===== src/design/pscl_pkg.sv =====
// ----------------------------------------------------------------------------
// pscl_pkg
// Shared types and constants of the per-stop compacting client list.
// ----------------------------------------------------------------------------
`default_nettype none

package pscl_pkg;

    localparam int NUM_STOPS = 8;
    localparam int SLOTS     = 16;

    localparam int ID_W      = 31;
    localparam int DEST_W    = 4;
    localparam int STOPF_W   = 3;
    localparam int SLOTF_W   = 4;
    localparam int STATUS_W  = 2;

    localparam int SLOT_W    = (SLOTS > 1) ? $clog2(SLOTS) : 1;
    localparam int STOP_W    = (NUM_STOPS > 1) ? $clog2(NUM_STOPS) : 1;
    localparam int BASE_W    = 1 + STOP_W;
    localparam int ADDR_W    = BASE_W + SLOT_W;
    localparam int MEM_DEPTH = 2 ** ADDR_W;

    typedef enum logic [STATUS_W-1:0] {
        ST_INSERTED = 2'd0,
        ST_FULL     = 2'd1,
        ST_REMOVED  = 2'd2,
        ST_MISSING  = 2'd3
    } t_status;

    typedef enum logic [2:0] {
        S_IDLE,
        S_SCAN,
        S_SHIFT,
        S_CLEAR,
        S_DONE
    } t_state;

    typedef struct packed {
        logic               func;
        logic               side;
        logic [STOPF_W-1:0] stop;
        logic [ID_W-1:0]    client_id;
        logic [DEST_W-1:0]  destination;
    } t_item;

    typedef struct packed {
        logic              rd_en;
        logic [ADDR_W-1:0] rd_addr;
        logic              wr_en;
        logic [ADDR_W-1:0] wr_addr;
        logic [ID_W-1:0]   wr_id;
        logic [DEST_W-1:0] wr_dest;
    } t_ram_req;

    typedef struct packed {
        t_status            status;
        logic [SLOTF_W-1:0] slot;
    } t_result;

endpackage

`default_nettype wire


===== src/design/pscl_seq.sv =====
// ----------------------------------------------------------------------------
// pscl_seq
// Sequencer that walks the slots of one list through the shared compare
// unit, then writes the new client or shifts the later slots down.
// ----------------------------------------------------------------------------
`default_nettype none

module pscl_seq
    import pscl_pkg::*;
(
    input  wire logic         i_clk,
    input  wire logic         i_rst_n,
    input  wire logic         i_in_vld,
    input  wire t_item        i_item,
    output logic              o_ready,
    output t_ram_req          o_req,
    input  wire logic [ID_W-1:0]   i_rd_id,
    input  wire logic [DEST_W-1:0] i_rd_dest,
    output logic              o_res_vld,
    output t_result           o_res,
    input  wire logic         i_res_take
);

    localparam logic [SLOT_W:0]   CNT_END  = (SLOT_W+1)'(SLOTS);
    localparam logic [SLOT_W-1:0] LAST_IDX = SLOT_W'(SLOTS - 1);

    t_state              r_state, n_state;
    logic                r_func, n_func;
    logic [BASE_W-1:0]   r_base, n_base;
    logic [ID_W-1:0]     r_id, n_id;
    logic [DEST_W-1:0]   r_dest, n_dest;
    logic [SLOT_W:0]     r_rd_idx, n_rd_idx;
    logic                r_cmp_vld, n_cmp_vld;
    logic [SLOT_W-1:0]   r_cmp_idx, n_cmp_idx;
    t_result             r_res, n_res;

    logic [31:0]         stop_ext;
    logic                bad_item;
    logic                hit;
    logic                issue;

    assign stop_ext = 32'(i_item.stop);
    assign bad_item = (stop_ext >= 32'(NUM_STOPS)) || (i_item.client_id == '0);

    // Shared compare unit: a free slot for insert, the identifier for remove.
    assign hit   = r_func ? (i_rd_id == r_id) : (i_rd_id == '0);
    assign issue = (r_rd_idx < CNT_END);

    always_ff @(posedge i_clk) begin
        if (!i_rst_n) begin
            r_state   <= S_IDLE;
            r_cmp_vld <= 1'b0;
        end else begin
            r_state   <= n_state;
            r_cmp_vld <= n_cmp_vld;
        end
    end

    always_ff @(posedge i_clk) begin
        r_func    <= n_func;
        r_base    <= n_base;
        r_id      <= n_id;
        r_dest    <= n_dest;
        r_rd_idx  <= n_rd_idx;
        r_cmp_idx <= n_cmp_idx;
        r_res     <= n_res;
    end

    always_comb begin
        n_state   = r_state;
        n_func    = r_func;
        n_base    = r_base;
        n_id      = r_id;
        n_dest    = r_dest;
        n_rd_idx  = r_rd_idx;
        n_cmp_vld = r_cmp_vld;
        n_cmp_idx = r_cmp_idx;
        n_res     = r_res;
        o_req     = '0;
        o_ready   = 1'b0;
        o_res_vld = 1'b0;

        case (r_state)
            S_IDLE: begin
                o_ready = 1'b1;
                if (i_in_vld) begin
                    n_func    = i_item.func;
                    n_base    = {i_item.side, stop_ext[STOP_W-1:0]};
                    n_id      = i_item.client_id;
                    n_dest    = i_item.destination;
                    n_rd_idx  = '0;
                    n_cmp_vld = 1'b0;
                    if (bad_item) begin
                        n_res.status = i_item.func ? ST_MISSING : ST_FULL;
                        n_res.slot   = '0;
                        n_state      = S_DONE;
                    end else begin
                        n_state = S_SCAN;
                    end
                end
            end

            S_SCAN: begin
                // Reads run one slot ahead of the compare.
                if (issue) begin
                    o_req.rd_en   = 1'b1;
                    o_req.rd_addr = {r_base, r_rd_idx[SLOT_W-1:0]};
                    n_rd_idx      = r_rd_idx + 1'b1;
                    n_cmp_idx     = r_rd_idx[SLOT_W-1:0];
                end
                n_cmp_vld = issue;
                if (r_cmp_vld) begin
                    if (hit) begin
                        n_res.slot = SLOTF_W'(r_cmp_idx);
                        if (r_func) begin
                            n_res.status = ST_REMOVED;
                            // The read of the next slot is already out.
                            n_state = (r_cmp_idx == LAST_IDX) ? S_CLEAR : S_SHIFT;
                        end else begin
                            n_res.status  = ST_INSERTED;
                            o_req.wr_en   = 1'b1;
                            o_req.wr_addr = {r_base, r_cmp_idx};
                            o_req.wr_id   = r_id;
                            o_req.wr_dest = r_dest;
                            n_state       = S_DONE;
                        end
                    end else if (r_cmp_idx == LAST_IDX) begin
                        n_res.status = r_func ? ST_MISSING : ST_FULL;
                        n_res.slot   = '0;
                        n_state      = S_DONE;
                    end
                end
            end

            S_SHIFT: begin
                // Data read from slot r_cmp_idx moves down one place.
                o_req.wr_en   = 1'b1;
                o_req.wr_addr = {r_base, SLOT_W'(r_cmp_idx - 1'b1)};
                o_req.wr_id   = i_rd_id;
                o_req.wr_dest = i_rd_dest;
                if (r_cmp_idx == LAST_IDX) begin
                    n_state = S_CLEAR;
                end else begin
                    o_req.rd_en   = 1'b1;
                    o_req.rd_addr = {r_base, r_rd_idx[SLOT_W-1:0]};
                    n_rd_idx      = r_rd_idx + 1'b1;
                    n_cmp_idx     = r_rd_idx[SLOT_W-1:0];
                end
            end

            S_CLEAR: begin
                o_req.wr_en   = 1'b1;
                o_req.wr_addr = {r_base, LAST_IDX};
                o_req.wr_id   = '0;
                o_req.wr_dest = '0;
                n_state       = S_DONE;
            end

            S_DONE: begin
                o_res_vld = 1'b1;
                if (i_res_take) begin
                    n_state = S_IDLE;
                end
            end

            default: begin
                n_state = S_IDLE;
            end
        endcase
    end

    assign o_res = r_res;

endmodule

`default_nettype wire

===== config.mk =====
export PLATFORM = sky130hd
export DESIGN_NAME = pscl_seq
export DESIGN_NICKNAME = d
export VERILOG_FILES = /design/src/design/pscl_pkg.sv /design/src/design/pscl_seq.sv
export SDC_FILE = /design/constraint.sdc
export NUM_CORES = 1
export LEC_CHECK = 0
export BUFFER_PORTS_ARGS = -buffer_cell sky130_fd_sc_hd__buf_2
export CAP_MARGIN = 20
export CORE_ASPECT_RATIO = 0.5
export CORE_MARGIN = 5
export CORE_UTILIZATION = 30
export CTS_CLUSTER_SIZE = 8
export DETAILED_ROUTE_END_ITERATION = 16
export GPL_ROUTABILITY_DRIVEN = 0
export RECOVER_POWER = 50
export SLEW_MARGIN = 0
export SYNTH_ARGS = -nofsm -noshare
export SYNTH_HDL_FRONTEND = slang
export SYNTH_SLANG_ARGS = --single-unit

===== constraint.sdc =====
create_clock -name i_clk -period 3.1 [get_ports i_clk]
set_input_delay 0.465 -clock i_clk [delete_from_list [all_inputs] [get_ports i_clk]]
set_output_delay 0.465 -clock i_clk [all_outputs]
set_load 0.05 [all_outputs]

---- Word level (Yosys, flattened, before mapping) ----
Index checks and enable logic that the tools add are counted.
storage, ports and cells
  register bits ........................... 59
  input port bits ......................... 79
  output and inout port bits .............. 61
  word-level logic and storage cells ...... 79
operators by class
  equal/unequal tests ..................... 14
  reduce and logical (&&, ||, !) cells .... 13
  order comparisons ....................... 2
  multiplexer cells ....................... 38
  $add $sub $neg .......................... 2
operators by type and width
  cell                                                                    number
  44-bit 2-to-1 mux                                                       3
  44-bit one-hot mux with 3 select lines                                  1
  31-bit logical NOT                                                      2
  31-bit == test                                                          1
  6-bit 2-to-1 mux                                                        5
  3-bit 2-to-1 mux                                                        8
  9-bit 2-to-1 mux                                                        2
  9-bit one-hot mux with 2 select lines                                   1
  5-bit 2-to-1 mux                                                        3
  3-bit one-hot mux with 5 select lines                                   1
  5-bit one-hot mux with 3 select lines                                   1
  2-bit != test (second input constant)                                   7
  6-bit one-hot mux with 2 select lines                                   1
  5-bit AND reduction                                                     2
  4-bit 2-to-1 mux                                                        2
  4-bit one-hot mux with 2 select lines                                   1
  3-bit by 2-bit == test with 1-bit output (second input constant)        2
  2-bit 2-to-1 mux                                                        3
  5-bit by 1-bit adder with 5-bit output (second input constant)          1
  5-bit less-than comparator (second input constant)                      1
  1-bit 2-to-1 mux                                                        5
  4-bit == test (second input constant)                                   1
  3-bit by 4-bit >= comparator with 1-bit output (second input constant)  1
  2-bit AND reduction                                                     2
  other kinds (11)                                                        12

---- Longest topological paths before layout ----
  depth in word-level cells ............... 6
  gate-level depth with buffers ........... 9
  depth with buffers taken out ............ 7

---- Least setup slack after synthesis ----
Ideal clock, no wire load.
  kind .................................... flip-flop to flip-flop
  start ................................... reg r_state[2]
  end ..................................... reg r_base[0], enable pin
  path buffers ............................ 1
  setup time .............................. 395 ps
  stages on the path, launching flop included .. 5
  setup slack ............................. -84 ps
  period minus slack after synthesis ...... 3184 ps
  required time ........................... 2705 ps
  arrival time ............................ 2790 ps
  cell sequence ........................... dfxtp_1 clkbuf_1 nor3_1 nand2_1 inv_1
between the ends
  longest elaborated chain between the ends .. 2
RTL lines
  element                        line            RTL
  start, declared                pscl_seq.sv:27  t_state r_state, n_state;
  start signal, assigned         pscl_seq.sv:54  r_state <= n_state;
  3-bit logical NOT              pscl_seq.sv:83  case (r_state)
  2-bit AND reduction (no line)  -
  end signal, assigned           pscl_seq.sv:61  r_base <= n_base;
  end, declared                  pscl_seq.sv:29  logic [BASE_W-1:0] r_base, n_base;
Every way passes these cells.
A chain may end at the register's enable or synchronous reset.

==> key figures <==
Clocking
  • Clock-pin transition on the worst setup and hold timing paths: 50 ps
  • CTS hold repair buffers: 0
  • CTS buffer count: 9
  • Clk sinks: slightly below 60
  • Clock tree buffer depth: 2
  • CTS tree: yes
  • Clock root cell: clkbuf_16
  • Postcts setup bufs: 0
  • Htree depth: 3
  • Clk_lat worst skew: 330 ps

Run status
  • Status: finished clean

Global routing
  • GRT Residual Overflow: 0
  • Vias in the first global route: 2,854
  • Initial antenna violation count: 0
  • Largest net degree at the start of global routing: 39
  • First-pass GRT wire length: 15,400 µm
  • GRT Util Overall: 15.1%

Floorplanning
  • Die outline width: ~160 µm
  • FP Rows: 26
  • Initial Util: between 30% and 40%
  • Io pins: 140
  • Die H: 83.3 µm
  • Full die area: 0.0130 mm²
  • CORE AREA: 0.0103 mm²

Hold path
  • HP Class: primary input to register

Routing
  • Wl on met1: approximately 4200 µm
  • DR iter-0 viols: roughly 140
  • Highest metal used: met4
  • Vias: around 2,800
  • Wire length on met3: 592 µm
  • Vias per inst: 4.95
  • Met2 wire length: about 4800 µm
  • Final WL: 9850 µm
  • DRC Markers: 0
  • Average wire per standard cell: 17.3 µm
  • 1st-pass router iterations: 4
  • Final ANT Viol Nets: 0

Timing
  • Relative slew slack: a little under half
  • Period utilization: between 90 and 100%
  • Least-Margin Pin Slew: between 700 and 800 ps
  • Fin Setup TNS: 0 ps
  • Final min period: 2970 ps
  • Final setup viols: 0
  • Final Max Tran Viols: 0
  • Hold Fails Final Rpt: 0
  • Clock skew: just under 8 ps
  • FMAX: around 340 MHz
  • RSZ-0062 raised after global routing: false

Worst setup path
  • Critical-path maximum fanout: 5
  • Crit path to: o_req[41]
  • R2r endpoint: r_id[12]
  • Critical Path RT: about 2600 ps
  • CP max stage delay: roughly 400 ps
  • Critical path depth: 9
  • CP top delay family: simple AND/OR/NAND/NOR gates
  • CP startpoint kind: register
  • FF-to-FF setup slack: between 600 and 700 ps
  • Crit path buf inv count: 2
  • CP Cell Sequence: xor2_1, nor4_2, nand4_1, o2bb2ai_2, and3_2, buf_4, or2_4, and2_1, clkbuf_4
  • Slowest-stage cell, CP: edfxtp_1
  • Critical Path End Type: output pin
  • Critical Path AT: 2500 ps
  • FF-to-FF Start: r_state[2]
  • Reg2reg path depth: 4
  • Worst setup path start: r_id[21]
  • Crit Path Class: register to output pin

Pwr
  • Max rail drop VDD: between 0.2 and 0.3 mV
  • Leakage power: approximately 0.0018 µW
  • Pwr Density: between 800 and 900 mW/mm²

Synth
  • Seq/Total Area, Yosys: between 50% and 60%
  • Synth unique cells: 42
  • Synth Register Bits: 59
  • Syn_area_per_cell: around 12 µm²
  • Cell count after synthesis: between 200 and 300
  • Synth Warn #: 0
  • Syn Nets: ~360
  • Syn Std Cell Area: around 0.0032 mm²

Placed design
  • Port buffer count: between 100 and 150
  • DP HPWL: ~7800 µm

Final layout
  • Post-layout net count: 506
  • N_diodes: 0
  • Share of cells above drive strength 1: 35.0%
  • Layout area overhead: 35.3%
  • Fin util: a little over two fifths

Job
  • Max-cap check violation count: 0
[cell type report]
class	count	area, µm²
Clock buffer	9	225
Clock inverter	6	33.8
Fill cell	1027	5990
Inverter	11	41.3
Multi-Input combinational cell	194	1400
Sequential cell	59	1730
Tap cell	140	175
Timing Repair Buffer	149	751
[power by group]
| group | total [µW] | internal [µW] | switching [µW] |
|---|---|---|---|
| clock network | 866 | 527 | 339 |
| logic | 1720 | 472 | 1250 |
| registers | 1320 | 1150 | 172 |
| total | 3910 | 2150 | 1760 |
[repair_timing]
| item | 4_1_cts | 5_1_grt |
|---|---|---|
| endpoints found under the setup margin | 1 | 22 |
| pin swaps | 0 | 2 |
| resized for setup | 1 | 11 |
| gates cloned | 0 | 0 |
[placed cells by master (no fill, tap or decap), types with 5 or more instances in the layout]
master       n
nor2_1      18
a22o_1      34
buf_2      104
xor2_1      33
edfxtp_1    55
nand2_1     12
clkbuf_4     5
clkbuf_1    29
o21ai_0      6
a21oi_1      7
nor4_1      19
inv_1       11
nor2b_1     12
clkbuf_16    9
buf_4        9
[flip-flops by register name, summed over array words and instances (netlist names)]
register   cells
o_res          6
r_state        3
r_cmp_idx      4
r_cmp_vld      1
r_base         4
r_rd_idx       5
r_dest         4
r_id          31
r_func         1
[logic make-up (layout without fill, tap and decap cells)]
kind of cell    Yosys count  after routing  share of synthesized area (%)
simple gates             93             93                           16.1
compound gates           64             64                           16.0
flops                    59             59                           53.7
xor+xnor                 34             34                           9.24
buf+inv                  23            175                           3.77
fa+ha+maj                 3              3                           1.17
[synth_stat cells]
library cell | instances | share of area [%]
and2_1 | 4 | 0.78
nand3_1 | 4 | 0.62
nor3_2 | 1 | 0.31
o31a_1 | 1 | 0.27
o22ai_1 | 1 | 0.19
nor4_4 | 1 | 0.66
xor2_1 | 33 | 9.0
edfxtp_1 | 55 | 51
nor2b_1 | 12 | 2.3
and3_1 | 5 | 0.97
a2111oi_0 | 1 | 0.27
a21oi_1 | 7 | 1.1
buf_4 | 3 | 0.70
nand4_1 | 4 | 0.78
o31ai_1 | 1 | 0.23
a22o_2 | 2 | 0.62
a211oi_1 | 2 | 0.47
a211o_2 | 1 | 0.31
nand2_1 | 12 | 1.4
xnor2_1 | 1 | 0.27
clkbuf_1 | 5 | 0.58
o21ai_0 | 6 | 0.93
a311oi_1 | 2 | 0.54
nor4_1 | 23 | 4.5
inv_2 | 1 | 0.12
ha_1 | 3 | 1.2
or3_1 | 1 | 0.19
a22o_1 | 34 | 9.2
nor3b_1 | 1 | 0.23
buf_2 | 1 | 0.16
buf_6 | 3 | 1.0
nor2_2 | 1 | 0.19
or2_4 | 1 | 0.27
o21a_1 | 1 | 0.23
o2bb2ai_2 | 1 | 0.47
a311oi_2 | 1 | 0.47
dfxtp_1 | 4 | 2.5
nor2_1 | 18 | 2.1
nor3_1 | 5 | 0.78
a31oi_1 | 2 | 0.39
inv_1 | 10 | 1.2
o21ai_2 | 1 | 0.27
[metal layers]
metal  global-route usage, %  vias up
li1                        -     1361
met1                    18.2     1351
met2                    24.7       85
met3                    5.50       16
met4                    5.35        0
met5                       0        -
[per-stage QoR]
stage | instances | area, µm² | setup WS, ps | hold WS [ps] | power (µW)
floorplan | 276 | 3230 | 390 | 470 | 2580
finish | 568 | 4360 | 132 | 310 | 3910
CTS | 568 | 4370 | 17.5 | 297 | 3950
global route | 568 | 4360 | 15.5 | 295 | 4120
global placement | 553 | 4110 | 185 | 513 | 3070
detailed placement | 553 | 4110 | 126 | 515 | 3070
[how the worst min path moves through the flow]
stage	cells past startpoint	to	slack [ps]	startpoint
2_1_floorplan	0	r_cmp_idx[1]	470	r_rd_idx[1]
6_report	1	r_dest[2]	310	i_item[2]
3_5_place_dp	0	r_cmp_idx[1]	520	r_rd_idx[1]
5_1_grt	1	r_base[3]	300	i_item[38]
3_3_place_gp	0	r_cmp_idx[1]	510	r_rd_idx[1]
4_1_cts	1	r_dest[1]	300	i_item[1]
Power figures use the tool's default switching activity.
